$ cat config.mk
export PLATFORM = sky130hd
export DESIGN_NAME = bbd_window
export DESIGN_NICKNAME = d
export VERILOG_FILES = /design/src/rtl/core/bayer_bilinear_demosaic_top_macros.svh /design/src/rtl/core/bbd_pkg.sv /design/src/rtl/core/bbd_window.sv
export SDC_FILE = /design/constraint.sdc
export NUM_CORES = 1
export LEC_CHECK = 0
export BUFFER_PORTS_ARGS = -buffer_cell sky130_fd_sc_hd__buf_4
export CAP_MARGIN = 20
export CORE_MARGIN = 10
export CORE_UTILIZATION = 40
export DETAILED_ROUTE_END_ITERATION = 7
export PLACE_DENSITY = 0.6
export SKIP_LAST_GASP = 1
export SYNTH_ARGS = -nofsm -noshare
export SYNTH_HDL_FRONTEND = slang
export SYNTH_SLANG_ARGS = --single-unit
$ cat constraint.sdc
create_clock -name clk -period 4.76 [get_ports clk]
set_clock_uncertainty 0.1 [all_clocks]
set_input_delay 0.476 -clock clk [delete_from_list [all_inputs] [get_ports clk]]
set_output_delay 0.476 -clock clk [all_outputs]
set_load 0.02 [all_outputs]
$ cat src/rtl/core/bayer_bilinear_demosaic_top_macros.svh
// Assertion macros used by the demosaic top level.
`ifndef BAYER_BILINEAR_DEMOSAIC_TOP_MACROS_SVH
`define BAYER_BILINEAR_DEMOSAIC_TOP_MACROS_SVH

`ifndef NO_ASSERTIONS
`define BBD_ASSERT_ALWAYS(label, cond, msg) \
  label: assert property (@(posedge clk) disable iff (rst) (cond)) else $error(msg);
`define BBD_ASSERT_IMPLY(label, pre, post, msg) \
  label: assert property (@(posedge clk) disable iff (rst) (pre) |-> (post)) else $error(msg);
`define BBD_ASSERT_NEXT(label, pre, post, msg) \
  label: assert property (@(posedge clk) disable iff (rst) (pre) |=> (post)) else $error(msg);
`else
`define BBD_ASSERT_ALWAYS(label, cond, msg)
`define BBD_ASSERT_IMPLY(label, pre, post, msg)
`define BBD_ASSERT_NEXT(label, pre, post, msg)
`endif

`endif

$ cat src/rtl/core/bbd_pkg.sv
`timescale 1ns / 1ps
package bbd_pkg;

  localparam int MAX_WIDTH   = 2048;
  localparam int MAX_HEIGHT  = 2048;
  localparam int SAMPLE_BITS = 12;

  localparam int CFG_BITS   = 12;
  localparam int COL_BITS   = $clog2(MAX_WIDTH);
  localparam int ROW_BITS   = $clog2(MAX_HEIGHT);
  localparam int CNT_BITS   = (COL_BITS > ROW_BITS) ? COL_BITS : ROW_BITS;
  localparam int CMP_BITS   = ((CNT_BITS > CFG_BITS) ? CNT_BITS : CFG_BITS) + 1;
  localparam int COORD_BITS = 11;
  localparam int CHAN_BITS  = 8;

  localparam int CFG_INDEX_BITS = 2;
  localparam logic [CFG_INDEX_BITS-1:0] REG_FRAME_WIDTH  = 2'd0;
  localparam logic [CFG_INDEX_BITS-1:0] REG_FRAME_HEIGHT = 2'd1;
  localparam logic [CFG_INDEX_BITS-1:0] REG_FLIP_BOTH    = 2'd2;

  localparam logic [CFG_BITS-1:0] RESET_FRAME_WIDTH  = 12'd640;
  localparam logic [CFG_BITS-1:0] RESET_FRAME_HEIGHT = 12'd480;

  localparam int FIFO_DEPTH    = 4;
  localparam int FIFO_PTR_BITS = $clog2(FIFO_DEPTH);
  localparam int FIFO_CNT_BITS = $clog2(FIFO_DEPTH + 3);

  typedef struct packed {
    logic [CFG_BITS-1:0] w;
    logic [CFG_BITS-1:0] h;
    logic                flip;
  } geom_t;

  typedef struct packed {
    logic [SAMPLE_BITS-1:0] sample;
    logic [ROW_BITS-1:0]    row;
    logic [COL_BITS-1:0]    col;
  } pix_t;

  typedef struct packed {
    logic [CHAN_BITS-1:0]  red;
    logic [CHAN_BITS-1:0]  green;
    logic [CHAN_BITS-1:0]  blue;
    logic [COORD_BITS-1:0] out_row;
    logic [COORD_BITS-1:0] out_column;
    logic                  frame_done;
  } result_t;

endpackage

$ cat src/rtl/core/bbd_window.sv
`timescale 1ns / 1ps
module bbd_window (
  input  logic                                clk,
  input  logic                                rst,
  input  logic                                s1_valid,
  input  bbd_pkg::pix_t                       s1_pix,
  input  logic [bbd_pkg::SAMPLE_BITS-1:0]     q0,
  input  logic [bbd_pkg::SAMPLE_BITS-1:0]     q1,
  input  bbd_pkg::geom_t                      geom,
  output logic                                s2_valid,
  output logic                                push,
  output bbd_pkg::result_t                    push_item
);
  import bbd_pkg::*;

  logic [SAMPLE_BITS-1:0] taps [9];
  logic [SAMPLE_BITS-1:0] older;
  logic [SAMPLE_BITS-1:0] newer;
  logic [CMP_BITS-1:0]    row_x;
  logic [CMP_BITS-1:0]    col_x;
  logic [CMP_BITS-1:0]    w_x;
  logic [CMP_BITS-1:0]    h_x;
  logic                   hit;

  logic                   s2_hit;
  logic                   s2_i_odd;
  logic                   s2_j_odd;
  logic [COORD_BITS-1:0]  s2_row;
  logic [COORD_BITS-1:0]  s2_col;
  logic                   s2_done;

  logic [SAMPLE_BITS:0]   vert_sum;
  logic [SAMPLE_BITS:0]   horz_sum;
  logic [SAMPLE_BITS+1:0] cross_sum;
  logic [SAMPLE_BITS+1:0] diag_sum;
  logic [SAMPLE_BITS-1:0] ctr;
  logic [SAMPLE_BITS-1:0] vert;
  logic [SAMPLE_BITS-1:0] horz;
  logic [SAMPLE_BITS-1:0] cross_avg;
  logic [SAMPLE_BITS-1:0] diag;
  logic [SAMPLE_BITS-1:0] red_full;
  logic [SAMPLE_BITS-1:0] green_full;
  logic [SAMPLE_BITS-1:0] blue_full;

  // The bank of the current row parity holds the line two above.
  assign older = s1_pix.row[0] ? q1 : q0;
  assign newer = s1_pix.row[0] ? q0 : q1;

  assign row_x = CMP_BITS'(s1_pix.row);
  assign col_x = CMP_BITS'(s1_pix.col);
  assign w_x   = CMP_BITS'(geom.w);
  assign h_x   = CMP_BITS'(geom.h);
  assign hit   = (row_x >= CMP_BITS'(2)) && (col_x >= CMP_BITS'(2)) &&
                 (row_x < h_x) && (col_x < w_x);

  always_ff @(posedge clk) begin
    if (rst) begin
      s2_valid <= 1'b0;
      s2_hit   <= 1'b0;
      for (int k = 0; k < 9; k++) begin
        taps[k] <= '0;
      end
    end else begin
      s2_valid <= s1_valid;
      s2_hit   <= s1_valid && hit;
      if (s1_valid) begin
        taps[0] <= taps[1];
        taps[1] <= taps[2];
        taps[2] <= older;
        taps[3] <= taps[4];
        taps[4] <= taps[5];
        taps[5] <= newer;
        taps[6] <= taps[7];
        taps[7] <= taps[8];
        taps[8] <= s1_pix.sample;
      end
    end
  end

  always_ff @(posedge clk) begin
    if (s1_valid) begin
      s2_i_odd <= ~s1_pix.row[0];
      s2_j_odd <= ~s1_pix.col[0];
      s2_row   <= geom.flip ? COORD_BITS'(h_x - row_x)
                            : COORD_BITS'(row_x - CMP_BITS'(1));
      s2_col   <= geom.flip ? COORD_BITS'(w_x - col_x)
                            : COORD_BITS'(col_x - CMP_BITS'(1));
      s2_done  <= (row_x == h_x - CMP_BITS'(1)) && (col_x == w_x - CMP_BITS'(1));
    end
  end

  assign vert_sum  = {1'b0, taps[1]} + {1'b0, taps[7]};
  assign horz_sum  = {1'b0, taps[3]} + {1'b0, taps[5]};
  assign cross_sum = {1'b0, vert_sum} + {1'b0, horz_sum};
  assign diag_sum  = {2'b00, taps[0]} + {2'b00, taps[2]} +
                     {2'b00, taps[6]} + {2'b00, taps[8]};
  assign ctr       = taps[4];
  assign vert      = vert_sum[SAMPLE_BITS:1];
  assign horz      = horz_sum[SAMPLE_BITS:1];
  assign cross_avg = cross_sum[SAMPLE_BITS+1:2];
  assign diag      = diag_sum[SAMPLE_BITS+1:2];

  always_comb begin
    unique case ({s2_i_odd, s2_j_odd})
      2'b11: begin
        green_full = ctr;
        blue_full  = vert;
        red_full   = horz;
      end
      2'b10: begin
        green_full = cross_avg;
        blue_full  = diag;
        red_full   = ctr;
      end
      2'b01: begin
        green_full = cross_avg;
        blue_full  = ctr;
        red_full   = diag;
      end
      default: begin
        green_full = ctr;
        blue_full  = horz;
        red_full   = vert;
      end
    endcase
  end

  assign push                 = s2_hit;
  assign push_item.red        = red_full[SAMPLE_BITS-1 -: CHAN_BITS];
  assign push_item.green      = green_full[SAMPLE_BITS-1 -: CHAN_BITS];
  assign push_item.blue       = blue_full[SAMPLE_BITS-1 -: CHAN_BITS];
  assign push_item.out_row    = s2_row;
  assign push_item.out_column = s2_col;
  assign push_item.frame_done = s2_done;

endmodule

==> impl_summary.md, run 1 <==
Outcome
The flow ran to the end, and the final reports show no timing, DRC or antenna violations.

Critical path
The startpoint type of the worst setup path is a flop. The type of destination of the critical path is an output pin. Data arrives at the worst endpoint at 4.02 ns. The reg-to-reg startpoint is taps[4][7]. Along the worst path, the maximum fanout reaches 3. STA puts the critical path data required time at 4.18 ns. The worst setup path is of the reg -> out kind. Tracing the worst setup path back leads to its startpoint at taps[5][0].

Routing
After detailed routing, the number of vias per cell comes to around 5.4. The remaining number of nets flagged by the antenna check after routing is 0. For this block, the routed nets add up to 28300 um of wire. The total via count in the routed design is 8392.

In the routed design, unresolved DRC markers number 0. The pre-antenna-repair detailed-routing pass consisted of 6 iterations. The number of violations reported at the end of detailed-routing iteration 0 is 545. In the final routed layout, each cell accounts on average for 18.1 um.

Placed design
The final RePlAce weighted congestion is 0.893. The wire-length estimate of the detail-placed layout is 21600 um. The port buffer count is 134.

Including well taps, the total number of placed cells is approximately 1500.

Die
The initial standard-cell utilization of the core is 40.7%. The standard-cell row count is 59. The placeable core region is 0.0261 mm^2.

The height of the die is roughly 180 um. The die covers 0.0335 mm^2. The I/O pin count is 135. The die is roughly 180 um wide.

Synthesis
By area the synthesized netlist is led by sky130_fd_sc_hd__edfxtp_1 38%, sky130_fd_sc_hd__ha_1 11%, sky130_fd_sc_hd__xnor2_1 5.6%. Averaged over all synthesized cells, the footprint is 9.76 um^2. The register area share after synthesis is between 30% and 40%. After synthesis, the netlist uses 69 different library cells. The post-synthesis instance area is approximately 0.011 mm^2. In this run, synthesis produced a sequential element count of about 140. Synthesis produced a netlist whose cell count is between 1000 and 1500.

The count of yosys warnings during synthesis is 0. Counting flops with an async set or reset pin after synthesis yields a share of 0%. The most used flip-flop cell after synthesis is sky130_fd_sc_hd__edfxtp_1. Synthesis produced a netlist with a net count of between 1000 and 1500. The synthesized design devotes to its leading area cell type between 30% and 40% of total area.

sky130_fd_sc_hd__edfxtp_1 takes more of the synthesized area than any other cell. The count of flip-flops with a built-in enable after synthesis is 133.

Finish
The register cell area after layout is 0.00403 mm^2. 0 antenna diodes ended up in the layout. The relative area change from synthesis to final layout is 19.2%. In the final layout, the multi-input gates occupy 0.00603 mm^2. The count of fill cells added during filler insertion is 2467. The finished layout holds approximately 1600 standard cells, fillers aside. The fraction of layout instances using a drive strength above 1 is 16.9%. The final-stage net count is ~1400.

Min path
The worst hold path startpoint is s1_pix[32]. The path class of the tightest hold or removal check is in -> reg.

Pwr
The design draws 4.31 mW. The leakage power total is 5.58 nW. Dividing total power by cell area gives a power density of ~340 mW/mm^2. The worst-case IR drop observed on VDD is 0.247 mV.

Clock network
Counting the buffers created by CTS gives 17. The clock root buffer is sky130_fd_sc_hd__clkbuf_16. The longest clock path from root to sink contains 2 buffers.

The number of levels the H-tree was split into is 4. The clock net sink count is around 140. The clock slew seen by the registers of the worst setup and hold paths is 0.08 ns. For the worst-skew pair, the clock arrives at the later sink with an insertion delay of 0.44 ns. In this run, post-CTS hold repair placed 0 buffers. The clock tree from TritonCTS is done.

Global routing
The first global-routing pass estimated between 40000 and 50000 um of wire. Global routing used 26.7% of the available met2 tracks. The routing usage on met3 is 4.17%. The met1 global-route usage is 21.5%. The via count of the first global-routing pass came to 8529. The initial antenna violation count was 0. The most crowded layer after global routing is met2. Global routing used 16.8% of the available tracks. The sum of overflow across all layers after global routing is 0. The pin count of the biggest net entering global routing is 73.

STA
The final setup violation count is 0. The post-route setup TNS is 0 ns. The worst pin sits at a relative slew slack of between 30% and 40%. The maximum achievable frequency is 218 MHz. Subtracting the final worst setup slack from the clock period gives 4.60 ns. The worst path uses 96.6% of the clock period. The transition time at the pin with the least slew margin is roughly 0.98 ns. The count of endpoints failing hold in the final timing report is 0. Setup repair after global routing could not meet its margin everywhere.

The number of slew-limit violations in the final report is 0.

Run
Across the run, the number of max-cap violations was 0.
[critical path, cell delays in order, from the launching register on]
cell and delay (ns):
sky130_fd_sc_hd__edfxtp_1 0.39, sky130_fd_sc_hd__ha_1 0.24, sky130_fd_sc_hd__inv_1 0.08, sky130_fd_sc_hd__fa_2 0.22
sky130_fd_sc_hd__nor2b_2 0.05, sky130_fd_sc_hd__o31a_1 0.26, sky130_fd_sc_hd__o21ai_1 0.16, sky130_fd_sc_hd__nor2b_2 0.17
sky130_fd_sc_hd__xnor2_1 0.15, sky130_fd_sc_hd__ha_1 0.29, sky130_fd_sc_hd__and3_1 0.19, sky130_fd_sc_hd__a221o_1 0.33
sky130_fd_sc_hd__a21oi_4 0.17, sky130_fd_sc_hd__o211ai_1 0.15, sky130_fd_sc_hd__a31oi_2 0.23, sky130_fd_sc_hd__xnor2_1 0.08
sky130_fd_sc_hd__mux2_2 0.26, sky130_fd_sc_hd__buf_4 0.16
[cells by family (layout without fill, tap and decap cells)]
group	count (synthesis)	in the layout	share of synthesized area (%)
AO/OA/AOI/OAI	216	216	13.6
flip-flops	135	135	37.9
buffers and inverters	174	313	6.19
XOR/XNOR	80	80	6.59
adder cells (fa/ha/maj)	124	124	16.5
AND/OR/NAND/NOR	323	323	15.6
multiplexers	37	37	3.55
[per-layer routing]
metal  share of wire [%]  wire length, um  vias up
li1                    -                -     4092
met1                  45            12800     4017
met2                  46            13000      242
met3                 6.3             1790       41
met4                 2.6              732        0
met5                   0                0        -
[cells in the final DEF, fill, tap and decap left out, types with 6 or more instances in the layout]
| master | count |
|---|---|
| sky130_fd_sc_hd__and3_1 | 11 |
| sky130_fd_sc_hd__xor2_1 | 12 |
| sky130_fd_sc_hd__o31ai_1 | 7 |
| sky130_fd_sc_hd__or3_1 | 7 |
| sky130_fd_sc_hd__ha_1 | 96 |
| sky130_fd_sc_hd__nand4_1 | 7 |
| sky130_fd_sc_hd__a221oi_1 | 8 |
| sky130_fd_sc_hd__nand2_1 | 41 |
| sky130_fd_sc_hd__edfxtp_1 | 133 |
| sky130_fd_sc_hd__nand2b_1 | 9 |
| sky130_fd_sc_hd__clkbuf_16 | 17 |
| sky130_fd_sc_hd__fa_1 | 26 |
| sky130_fd_sc_hd__a31oi_1 | 7 |
| sky130_fd_sc_hd__nor2b_1 | 10 |
| sky130_fd_sc_hd__a21oi_1 | 50 |
| sky130_fd_sc_hd__a211oi_1 | 11 |
| sky130_fd_sc_hd__nor4_1 | 12 |
| sky130_fd_sc_hd__nand3_1 | 16 |
| sky130_fd_sc_hd__inv_1 | 137 |
| sky130_fd_sc_hd__o21a_1 | 17 |
| sky130_fd_sc_hd__and2_1 | 58 |
| sky130_fd_sc_hd__o211ai_1 | 7 |
| sky130_fd_sc_hd__mux2_2 | 6 |
| sky130_fd_sc_hd__mux2i_1 | 31 |
| sky130_fd_sc_hd__nor3_1 | 24 |
| sky130_fd_sc_hd__xnor2_1 | 66 |
| sky130_fd_sc_hd__a21o_1 | 12 |
| sky130_fd_sc_hd__nor2_1 | 103 |
| sky130_fd_sc_hd__buf_4 | 143 |
| sky130_fd_sc_hd__inv_6 | 7 |
| sky130_fd_sc_hd__o21ai_0 | 40 |
[sequential cells by signal (all words and copies together), names as in the netlist]
name	count
push	1
s2_col	11
s2_done	1
s2_i_odd	1
s2_j_odd	1
s2_row	11
s2_valid	1
taps	108
[Yosys cell counts, drive strengths merged (10+ instances only)]
cell type / n
a211oi: 11
a21o: 12
a21oi: 52
a221oi: 10
and2: 58
and3: 11
clkbuf: 32
edfxtp: 133
fa: 27
ha: 97
inv: 138
mux2i: 31
nand2: 42
nand2b: 10
nand3: 16
nor2: 103
nor2b: 13
nor3: 24
nor4: 14
o21a: 17
o21ai: 44
xnor2: 68
xor2: 12
[area by class of cell]
cell class	count	share of cell area, %
clock buffer	17	3.36
sequential	135	31.8
clock inverter	15	1.36
timing repair buffer	143	8.47
tap	335	3.31
inverter	138	4.09
multi-input combinational	780	47.6
[where the power goes]
part	switching (mW)	internal [mW]
sequential	0.0441	1.41
combinational	0.837	0.635
clock	0.629	0.754
total	1.51	2.80
[through the flow]
stage / util, % / hold WS, ns / cell area (um^2) / setup slack (ns)
2_1_floorplan: - / 0.397 / 10600 / 0.782
3_3_place_gp: 45.7 / 0.402 / 12000 / 0.361
3_5_place_dp: 45.7 / 0.409 / 12000 / 0.263
4_1_cts: 48.1 / 0.202 / 12600 / 0.00222
5_1_grt: 48.5 / 0.205 / 12700 / -0.0438
6_report: 48.5 / 0.207 / 12700 / 0.162
[worst paths after layout]
kind                        end  slack, ns  depth (start not counted)
setup / recovery  push_item[37]       0.16                         17
hold / removal      taps[8][10]       0.21                          2
setup reg to reg     taps[3][7]       3.73                          1
hold reg to reg      taps[3][3]       0.42                          1
[timing repair]
action / CTS / global route
resized for setup: 1 / 16
setup endpoints to repair: 4 / 15
pin swaps: 2 / 7
setup buffers: 1 / 4
Power figures use the tool's default switching activity.
==> inputs of run 2 (changes only) <==
--- a/config.mk
+++ b/config.mk
@@ -5,12 +5,13 @@
 export SDC_FILE = /design/constraint.sdc
 export NUM_CORES = 1
 export LEC_CHECK = 0
+export ABC_AREA = 1
 export BUFFER_PORTS_ARGS = -buffer_cell sky130_fd_sc_hd__buf_4
 export CAP_MARGIN = 20
-export CORE_MARGIN = 10
+export CORE_MARGIN = 4
 export CORE_UTILIZATION = 40
 export DETAILED_ROUTE_END_ITERATION = 7
-export PLACE_DENSITY = 0.6
+export PLACE_DENSITY = 0.59
 export SKIP_LAST_GASP = 1
 export SYNTH_ARGS = -nofsm -noshare
 export SYNTH_HDL_FRONTEND = slang
==> run 2 against run 1 <==
Total power fell by 1.1%. Clock power down 11%. Utilization is 1.2 points lower. Wire length rose by 18%. Critical path depth is 2 higher. Worst hold slack got worse by 0.069 ns. Combinational power up 7%. Global-route usage grew 4.6 points. Critical path type unchanged.
==> impl_summary.md, run 2 <==
Synthesis
After synthesis, the share of flip-flops with an asynchronous set or reset is 0%. A synthesized cell averages approximately 7.3 um^2. The largest total area in the synthesized netlist belongs to sky130_fd_sc_hd__edfxtp_1.

The number of distinct standard cells referenced by the synthesized netlist is 41. For this run, the leading register cell type out of synthesis is sky130_fd_sc_hd__edfxtp_1. The fraction of synthesized area in multiplexers is 0.172%. The most numerous cell in the Yosys netlist is sky130_fd_sc_hd__nand2_1. The count of mapped cells out of synthesis is about 1600.

Of the total synthesized cell area, the portion taken by full adders, half adders and majority gates is roughly 15%. Sorting the synthesized cells by area gives the leading types as sky130_fd_sc_hd__edfxtp_1 34%, sky130_fd_sc_hd__nand2_1 12%, sky130_fd_sc_hd__ha_1 10%. The count of flip-flops with a built-in enable after synthesis is 133. The count of yosys warnings during synthesis is 0.

The commonest cells after synthesis are 363 x sky130_fd_sc_hd__nand2_1, 297 x sky130_fd_sc_hd__inv_1, 220 x sky130_fd_sc_hd__nor2_1. The simple-gate portion of the synthesized area is 27.9%. The mapped netlist covers 0.0116 mm^2. Of the synthesized area, sequential elements account for 34.7%. The xor/xnor cell area share of the yosys netlist is under 10%.

The combinational family with the most area after synthesis is simple AND/OR/NAND/NOR gates. After synthesis, the largest area contributor takes up 34.3% of total cell area. The number of nets in the synthesized netlist is 1805.

Counting flops and latches in the post-synthesis netlist gives 135. The synthesized netlist devotes 8.87% of its cell area to compound gates.

STA
Setup repair after global routing left no endpoint under its margin. The number of slew-limit violations in the final report came to 0. In the finished design, the share of the clock period the worst path needs comes to between 80% and 90%. The count of endpoints failing hold in the final timing report is 0. The maximum achievable frequency is 238 MHz. The worst slew slack as a fraction of its limit is 40.5%. Adding up every negative setup slack in the final design gives 0 ns.

The worst path in the final design needs a cycle of 4.21 ns, including I/O delays and setup. Setup violations remaining at the end of the flow were counted as 0. At the pin with the least slew margin, the transition time is 0.892 ns.

Critical path
The critical path is of the reg -> out type. In this run the critical register-to-register path is captured at taps[3][7]. STA classifies the critical path endpoint as an output pin.

For the worst setup path, the data arrival time is 3.63 ns. The reg-to-reg startpoint is taps[4][7]. Data on the critical path is required at its endpoint by 4.18 ns.

The length in cells of the worst reg-to-reg path is 2. Of all nets on the critical path, the largest fanout is 5. The register-to-register path setup slack is 3.72 ns.

The startpoint type of the worst setup path is a flop.

Finish
In the final layout, the registers with the most flip-flops are taps x108, s2_col x11, s2_row x11. Ranked by flip-flop count, first place goes to taps. Compared with the post-synthesis result, the final layout area differs by 16.7%. Once layout is complete, the cells apart from fillers number ~2100. The register with the most flip-flops in the layout has 108 of them.

Leaving out fill and tap cells, the most frequent cells in the layout are 363 x sky130_fd_sc_hd__nand2_1, 297 x sky130_fd_sc_hd__inv_1, 220 x sky130_fd_sc_hd__nor2_1. The final-stage net count is just under 2000. The fraction of layout instances using a drive strength above 1 is a little over a tenth. The most frequent standard cell in the layout excluding fill and tap cells is sky130_fd_sc_hd__nand2_1.

Global routing
The initial antenna violation count is 3. The via count of the first global-routing pass is 10303. Summed over all layers, the global routing overflow is 0. The pin count of the biggest net entering global routing is 66.

The overall fraction of global-route tracks in use is 21.3%. The first global-routing pass estimated around 53000 um of wire.

Pwr
The leakage power total is 6.71 nW. Across the VDD grid, the largest voltage drop is roughly 0.19 mV. The internal portion of total power is 2.65 mW. Combinational logic is responsible for 37.0% of the overall power. In this run, the clock network consumes 28.9% of the power. Power spread over the standard cell area amounts to 314 mW/mm^2. The switching power share of the total is 37.8%. Of the total power, registers draw 34.1%. In this run the power spent charging and discharging nets is 1.61 mW.

Die
The height of the die is 179 um. The die boundary width is ~180 um. The area of the die is ~0.032 mm^2. The standard-cell row count is 62. The initial standard-cell utilization of the core is 40.5%. The I/O pin count is 135. The total area inside the core boundary comes to 0.0287 mm^2.

Routing
After detailed routing, the average wire length per cell comes to 15.8 um. Detailed routing inserted a total of about 11000 vias. The pre-antenna-repair detailed-routing pass consisted of 5 iterations. After detailed routing, the number of remaining DRC violations is 0. The average via count per standard cell is about 5.0. For this block, the routed nets add up to 33500 um of wire. The detailed router finished its first iteration with approximately 700 violations. The remaining number of nets flagged by the antenna check after routing is 0.

Placed design
The port buffer count is 134. The number of placed instances, taps included, is 2089. The final RePlAce weighted congestion is 0.980. Detailed placement finished with a half-perimeter wire length of ~27000 um.

Min path
The worst hold path belongs to the class in -> reg. The worst hold path terminates at push. The number of cells on the worst hold path is 2. The startpoint identified for the worst hold timing path is rst.

Clock network
The clock reaches the later pin of the worst-skew pair after 0.42 ns. The clock tree buffer depth is 2. Post-CTS repair changed the size of 0 cells.

The clock net sink count is 135. The clock tree from TritonCTS is done. The clock root buffer is sky130_fd_sc_hd__clkbuf_16. The number of levels the H-tree was split into is 4. The clock slew seen by the registers of the worst setup and hold paths is 0.06 ns.

The number of buffers inserted during clock tree synthesis is 17. The buffers inserted during post-CTS setup optimization is 0. After clock tree synthesis, the flow added hold-fix buffers numbering 0.

Run
The number of max-cap violations is 0.

Outcome
The run finished with clean final reports.
[run 2: how the worst max path moves through the flow]
| stage | from | end | slack [ns] | depth (start not counted) |
|---|---|---|---|---|
| 2_1_floorplan | taps[1][0] | push_item[32] | 1.33 | 12 |
| 3_3_place_gp | taps[1][0] | push_item[34] | 1.08 | 19 |
| 3_5_place_dp | taps[5][0] | push_item[34] | 1.03 | 19 |
| 4_1_cts | taps[5][0] | push_item[34] | 0.57 | 19 |
| 5_1_grt | taps[7][4] | push_item[37] | 0.15 | 16 |
| 6_report | taps[5][0] | push_item[34] | 0.55 | 19 |
[run 2: power by group through the flow]
stage | logic, mW | registers (mW) | clock network, mW
6_report | 1.58 | 1.45 | 1.23
2_1_floorplan | 1.02 | 1.49 | 0
3_5_place_dp | 1.57 | 1.48 | 0
3_3_place_gp | 1.57 | 1.48 | 0
5_1_grt | 1.78 | 1.46 | 1.31
4_1_cts | 1.58 | 1.45 | 1.26
[run 2: area by class of cell]
cell class | count | area [um^2]
diodes | 1 | 2.50
fillers | 2929 | 15100
multi-input cells | 1131 | 6350
clock buffers | 17 | 425
flip-flops and latches | 135 | 4030
repair buffers | 139 | 1040
well taps | 384 | 480
inverters | 300 | 1130
clock inverters | 13 | 101
[run 2: metal layers]
metal  track usage [%]  wire, um  vias to the layer above
li1                  -         -                     5376
met4              5.24       627                        6
met3              5.30      2330                       42
met1              27.2     14700                     4878
met5                 0        36                        -
met2              36.4     15800                      305
[run 2: worst max-delay path: stages, from the launching register on]
cell and delay (ns):
sky130_fd_sc_hd__edfxtp_1 0.36, sky130_fd_sc_hd__ha_1 0.20, sky130_fd_sc_hd__inv_1 0.06, sky130_fd_sc_hd__fa_1 0.43, sky130_fd_sc_hd__inv_1 0.10, sky130_fd_sc_hd__nand3_1 0.07, sky130_fd_sc_hd__nand3_1 0.12, sky130_fd_sc_hd__nand2_1 0.09
sky130_fd_sc_hd__nand2_1 0.09, sky130_fd_sc_hd__nand2_1 0.06, sky130_fd_sc_hd__and2_1 0.16, sky130_fd_sc_hd__ha_1 0.34, sky130_fd_sc_hd__nand2_1 0.16, sky130_fd_sc_hd__nor2_1 0.09, sky130_fd_sc_hd__nand4_1 0.13, sky130_fd_sc_hd__nand3_1 0.15
sky130_fd_sc_hd__or2_2 0.30, sky130_fd_sc_hd__nand3_1 0.06, sky130_fd_sc_hd__o21ai_0 0.08, sky130_fd_sc_hd__buf_4 0.18
[run 2: cell families (layout without fill, tap and decap cells)]
family,count (synthesis),count (layout)
AOI/OAI and AO/OA,194,194
DFF,135,135
other,0,1
adders and majority gates,124,124
buffers and inverters,329,469
muxes,2,2
xor gates and xnor gates,33,33
and+or+nand+nor,778,778
[run 2: stage by stage]
step                power, mW  hold slack, ns  util, %  setup slack [ns]  area, um^2
floorplan                2.51           0.419        -              1.33       11600
CTS                      4.30           0.125     47.3             0.572       13600
global route             4.55           0.125     47.3             0.147       13600
detailed placement       3.05           0.442     45.4              1.03       13000
global placement         3.04           0.425     45.4              1.08       13000
finish                   4.26           0.139     47.3             0.554       13600
